[config.mk]
export PLATFORM = sky130hd
export DESIGN_NAME = cbb_blur_acc
export DESIGN_NICKNAME = d
export VERILOG_FILES = /design/src/rtl/core/cbb_pkg.sv /design/src/rtl/core/cbb_blur_acc.sv
export SDC_FILE = /design/constraint.sdc
export NUM_CORES = 1
export LEC_CHECK = 0
export BUFFER_PORTS_ARGS = -buffer_cell sky130_fd_sc_hd__buf_2
export CAP_MARGIN = 20
export CELL_PAD_IN_SITES_DETAIL_PLACEMENT = 1
export CELL_PAD_IN_SITES_GLOBAL_PLACEMENT = 1
export CORE_MARGIN = 2
export CORE_UTILIZATION = 40
export CTS_CLUSTER_DIAMETER = 120
export DETAILED_ROUTE_END_ITERATION = 6
export PLACE_DENSITY_LB_ADDON = 0.1
export RECOVER_POWER = 25
export REMOVE_ABC_BUFFERS = 1
export SKIP_LAST_GASP = 1
export SLEW_MARGIN = 20
export SYNTH_ARGS = -nofsm -noshare
export SYNTH_HDL_FRONTEND = slang
export SYNTH_SLANG_ARGS = --single-unit
[constraint.sdc]
create_clock -name clk -period 7.1 [get_ports clk]
set_clock_uncertainty 0.1 [all_clocks]
set_input_delay 2.13 -clock clk [delete_from_list [all_inputs] [get_ports clk]]
set_output_delay 2.13 -clock clk [all_outputs]
set_load 0.1 [all_outputs]
[src/rtl/core/cbb_pkg.sv]
`default_nettype none
// ----------------------------------------------------------------------------
// cbb_pkg: shared types and constants of the canvas brush and box blur unit
// Transaction payloads, item kinds, brush constants and the fixed-point
// reciprocal that replaces the divide by nine.
// ----------------------------------------------------------------------------
package cbb_pkg;

  typedef enum logic [1:0] {
    KIND_STAMP = 2'd0,
    KIND_BLUR  = 2'd1,
    KIND_CLEAR = 2'd2,
    KIND_READ  = 2'd3
  } kind_t;

  typedef struct packed {
    kind_t      kind;
    logic [5:0] cursor_x;
    logic [5:0] cursor_y;
  } item_t;

  typedef struct packed {
    logic [7:0] pixel_value;
    logic       rejected;
  } result_t;

  // One tap of the blur sweep, as it comes back from the canvas memory.
  typedef struct packed {
    logic active;
    logic in_bounds;
    logic last_tap;
    logic first_col;
    logic emit;
  } tap_t;

  typedef struct packed {
    logic       valid;
    logic [7:0] value;
  } blur_res_t;

  localparam logic [7:0] PENCIL_CENTER = 8'd87;
  localparam logic [7:0] PENCIL_EDGE   = 8'd123;
  localparam logic [7:0] FULL_WHITE    = 8'd255;

  // floor(n / 9) == (n * 3641) >> 15 for every n below 32768.
  localparam logic [11:0] BLUR_RECIP = 12'd3641;
  localparam int          BLUR_SHIFT = 15;

  localparam logic [2:0] REG_BRUSH_MODE_ADDR = 3'd0;

endpackage
`default_nettype wire

[src/rtl/core/cbb_blur_acc.sv]
`default_nettype none
// ----------------------------------------------------------------------------
// cbb_blur_acc: column-sum accumulator and divide-by-nine for the box blur
// Adds three vertical taps into a column sum, keeps a window of three column
// sums and turns each window total into its quotient by nine.
// ----------------------------------------------------------------------------
module cbb_blur_acc
  import cbb_pkg::*;
(
  input  wire logic       clk,
  input  wire logic       rst,
  input  wire tap_t       tap,
  input  wire logic [7:0] rd_data,
  output      blur_res_t  res
);

  logic [9:0]  acc;
  logic [9:0]  win_a;
  logic [9:0]  win_b;
  logic [9:0]  tap_val;
  logic [9:0]  colsum;
  logic [11:0] sum_q;
  logic        sum_vld;
  logic [23:0] prod;
  logic [7:0]  quot;
  logic        quot_vld;

  assign tap_val = tap.in_bounds ? {2'b00, rd_data} : 10'd0;
  assign colsum  = acc + tap_val;
  assign prod    = sum_q * BLUR_RECIP;

  always_ff @(posedge clk) begin
    if (rst) begin
      acc      <= '0;
      sum_vld  <= 1'b0;
      quot_vld <= 1'b0;
    end else begin
      sum_vld  <= tap.active && tap.last_tap && tap.emit;
      quot_vld <= sum_vld;
      if (tap.active) begin
        acc <= tap.last_tap ? 10'd0 : colsum;
      end
    end
  end

  always_ff @(posedge clk) begin
    if (tap.active && tap.last_tap) begin
      // The column left of the first column lies outside the canvas.
      win_a <= tap.first_col ? 10'd0 : win_b;
      win_b <= colsum;
      sum_q <= {2'b00, win_a} + {2'b00, win_b} + {2'b00, colsum};
    end
    quot <= prod[BLUR_SHIFT +: 8];
  end

  assign res.valid = quot_vld;
  assign res.value = quot;

endmodule
`default_nettype wire

* After elaboration in Yosys (flattened, before gate mapping)
Cells that the tools add are included.
** Operators by class
- $add $sub $neg :: 3
- $mul :: 1
- Multiplexer cells :: 2
- Reduce and logical (&&, ||, !) cells :: 2
** Operators with widths (count)
- $mul A12 B12 Y23 const B :: 1
- $add A11 B10 Y12 :: 1
- $add A10 B10 Y11 :: 1
- $add A10 B8 Y10 :: 1
- $mux W10 :: 1
- $mux W8 :: 1
- $logic_and A1 B1 Y1 :: 2
** Storage, ports and cells
- Bits in registers :: 52
- Input bits :: 15
- Output and inout port bits :: 9

* Logic depth before layout (Yosys ltp)
- Word-level depth :: 3
- Mapped depth :: 19
- Mapped depth without buffers :: 19

* Worst setup path before layout
Ideal clock, no wire load.
- Path type :: in2reg
- Start point :: input port tap[3] (netlist bit)
- End point :: register sum_q[10], data pin
- Setup time :: 280 ps
- Arrival :: 5015 ps
- Path slack :: 1704 ps
- Stages :: 15
- Cells stage by stage :: and2_1 > ha_1 > inv_1 > fa_1 > nor2b_1 > o21ai_0 > a21boi_0 > o21ai_0 > a21oi_1 > xor2_1 > fa_1 > ha_1 > and3_1 > a2111oi_0 > o211ai_1
** On the way
- Word-level cells in the longest chain between the ends :: 3
** Ends and longest elaborated chain
- from (decl) :: line cbb_blur_acc.sv:12 : input wire tap_t tap,
- $mux W8 :: line cbb_blur_acc.sv:28 : assign tap_val = tap.in_bounds ? {2'b00, rd_data} : 10'd0;
- $add A10 B8 Y10 :: line cbb_blur_acc.sv:29 : assign colsum = acc + tap_val;
- named net colsum[8] :: line cbb_blur_acc.sv:21 : logic [9:0] colsum;
- $add A11 B10 Y12 :: line cbb_blur_acc.sv:51 : sum_q <= {2'b00, win_a} + {2'b00, win_b} + {2'b00, colsum};
- to (signal assigned) :: line cbb_blur_acc.sv:51
- to (decl) :: line cbb_blur_acc.sv:22 : logic [11:0] sum_q;
The timed path passes the listed nets, and every way through them passes these cells.
A chain may end at the register's enable or synchronous reset.

* Worst setup path in the final report
Same ends and word-level chain as after synthesis.

==> flow_summary.json <==
{
  "io_pins": 24,
  "outcome": "complete, but fails checks",
  "synth-edff-count": 32,
  "worstSetupPathType": "in2reg",
  "min_period_over_period": 0.8099,
  "hold_class": "reg2reg",
  "finalSetupTns_ns": 0,
  "root_buffer": "clkbuf_16",
  "vias": 3065,
  "rsz0062_at_grt": "false",
  "min_from": "sum_vld",
  "grt_max_degree": 34,
  "hold_viol": 0,
  "antenna_found_initial": 0,
  "top_layer": "met4",
  "start_util": 0.4097,
  "violations": "capacitance limit, slew limit",
  "cts_tree": "built",
  "drive_gt1_frac": 0.06709,
  "synthXorXnorAreaFrac": 0.04119,
  "grt_pass1_wl_um": 15940,
  "synthCells": 449,
  "post_cts_resized": 0,
  "cts_buffer_depth": 2,
  "clock.fmax_mhz": 173.9,
  "synth_area_mm2": 0.004678,
  "seq_area_frac_synth": 0.2910,
  "firstDrtPassIters": 4,
  "yosys.area_share.simple": 0.1107,
  "cp-end-kind": "flop",
  "num_rows": 39,
  "relSlewSlack": -0.2004,
  "ys_types": 45,
  "grt_pass1_vias": 3473,
  "synth_fa_ha_area_frac": 0.4001,
  "post_cts_buffers": 0,
  "ctsHoldBuffers": 0,
  "drc": 0,
  "synthFlopType": "edfxtp_1",
  "cts-buffers-inserted": 5,
  "track_usage": 0.1594,
  "portBuffers": 23,
  "async_flop_share": 0,
  "globalRouteOverflowTotal": 0,
  "crit_path_start_kind": "primary input",
  "maxCapViolations": 1,
  "dr_wl_met3_um": 228,
  "wl_um": 9043,
  "core-area_mm2": 0.01142,
  "ys_warn_count": 0,
  "dp_hpwl_um": 7652,
  "die_w_um": 112.1,
  "r2r_start": "sum_q[3]",
  "dr_wl_met2_um": 4950,
  "drv_slew": 34,
  "cp_max_fo": 8,
  "ant_nets": 0,
  "fin_crit_ns": 5.750,
  "synth_top_family_by_area": "adder cells",
  "cts.sinks": 52,
  "clk_pin_slew_worst_paths_ns": 0.07,
  "place.gp.congestion": 0.8422,
  "die_y_um": 112.1,
  "diodes": 0,
  "ys_seq_elements": 52,
  "muxShareOfSynthArea": 0.002140,
  "whs_path_depth": 1,
  "area_delta_synth_final_pct": 9.254,
  "worstRegToRegCells": 19,
  "dieArea_mm2": 0.01258,
  "worstPathRequired_ns": 7.02,
  "drt-vias-per-instance": 4.944,
  "critPathLaunch": "tap[3]",
  "wire_per_inst_um": 14.59,
  "drt_iter0_drc": 67,
  "arrival_ns": 5.68,
  "clock_latency_ns": 0.30,
  "syn_avg_cell_area_um2": 10.42,
  "worst_slew_pin_slew_ns": 1.801,
  "wl_met1_um": 3685,
  "cts_max_level": 2,
  "final_nets": 616,
  "setup_viol": 0,
  "synth_compound_area_frac": 0.08344
}
## routing by layer
| layer | track usage | vias to the layer above |
|---|---|---|
| li1 | - | 1541 |
| met1 | 0.1724 | 1481 |
| met2 | 0.3092 | 32 |
| met3 | 0.03240 | 11 |
| met4 | 0.04959 | 0 |
| met5 | 0 | - |
## through the flow
step | worst slack (ns) | hold slack [ns] | area [um2] | cells | utilization
floorplan | 1.704 | 0.3138 | 4659 | 445 | -
global placement | 1.244 | 0.3194 | 4961 | 612 | 0.4345
detailed placement | 1.143 | 0.3272 | 4961 | 612 | 0.4345
CTS | 1.473 | 0.3443 | 5120 | 620 | 0.4484
global route | 1.008 | 0.3777 | 5111 | 620 | 0.4476
finish | 1.350 | 0.3366 | 5111 | 620 | 0.4476
## cell usage in the layout (no fill, tap or decap), types with 2 or more instances in the layout
| cell | instances |
|---|---|
| inv_1 | 84 |
| ha_1 | 84 |
| fa_1 | 41 |
| edfxtp_1 | 32 |
| nor2_1 | 27 |
| dfxtp_1 | 20 |
| buf_2 | 19 |
| a21oi_1 | 18 |
| o21ai_0 | 16 |
| xnor2_1 | 16 |
| nor2b_1 | 16 |
| nand2_1 | 15 |
| and2_1 | 8 |
| a21o_1 | 7 |
| xor2_1 | 6 |
| nand3_1 | 6 |
| clkbuf_16 | 6 |
| clkbuf_1 | 6 |
| and3_1 | 5 |
| nand2b_1 | 5 |
| nor3_1 | 3 |
| a31oi_1 | 3 |
| a21boi_0 | 3 |
| or2_2 | 3 |
| nor3b_1 | 2 |
| and4_1 | 2 |
| a21oi_2 | 2 |
| a211oi_1 | 2 |
| o21a_1 | 2 |
| a2111oi_0 | 2 |
## sequential cells by signal (all words and copies together), names as in the netlist
name and count:
win_b 10, win_a 10, acc 10, sum_vld 1, sum_q 12, quot 8
quot_vld 1
## Yosys cell counts (3+ instances only)
master | instances | area share
ha_1 | 84 | 0.22
inv_1 | 84 | 0.067
fa_1 | 41 | 0.18
edfxtp_1 | 32 | 0.21
nor2_1 | 27 | 0.022
dfxtp_1 | 20 | 0.086
a21oi_1 | 18 | 0.019
nor2b_1 | 16 | 0.021
o21ai_0 | 16 | 0.017
xnor2_1 | 16 | 0.030
nand2_1 | 15 | 0.012
and2_1 | 8 | 0.011
a21o_1 | 7 | 0.011
nand3_1 | 6 | 0.0064
xor2_1 | 6 | 0.011
and3_1 | 5 | 0.0067
nand2b_1 | 5 | 0.0067
a21boi_0 | 3 | 0.0048
a31oi_1 | 3 | 0.0040
nor3_1 | 3 | 0.0032
or2_2 | 3 | 0.0040
## area by class of cell
cell class	count	area, um2
Inverter	84	315.3
Sequential cell	52	1361
Tap cell	143	178.9
Fill cell	1304	6307
Multi-Input combinational cell	309	2983
Clock inverter	1	5.005
Clock buffer	7	153.9
Timing Repair Buffer	24	113.9
## cell families after synthesis
logic type | count (synthesis)
adder cells (fa/ha/maj) | 125
AND/OR/NAND/NOR | 99
buffers and inverters | 88
AO/OA/AOI/OAI | 62
flip-flops | 52
XOR/XNOR | 22
multiplexers | 1
## critical path, cell delays in order
cell	delay [ns]
clkbuf_1	0.21
and2_1	0.17
ha_1	0.16
inv_1	0.05
fa_1	0.40
nor2b_1	0.11
o21ai_0	0.10
a21boi_0	0.24
o21ai_0	0.17
a21oi_1	0.27
xor2_1	0.27
fa_1	0.46
ha_1	0.25
and3_1	0.16
a2111oi_0	0.35
o211ai_1	0.15
## path summary, 6_finish.rpt
kind / end / slack (ns)
max: sum_q[10] / 1.35
min: quot_vld / 0.34
max reg2reg: quot[7] / 1.79
min reg2reg: quot_vld / 0.34
Power is left out: the tool's default activity adds up to more than one toggle a clock period on the data nets, which glitch-free logic cannot reach.
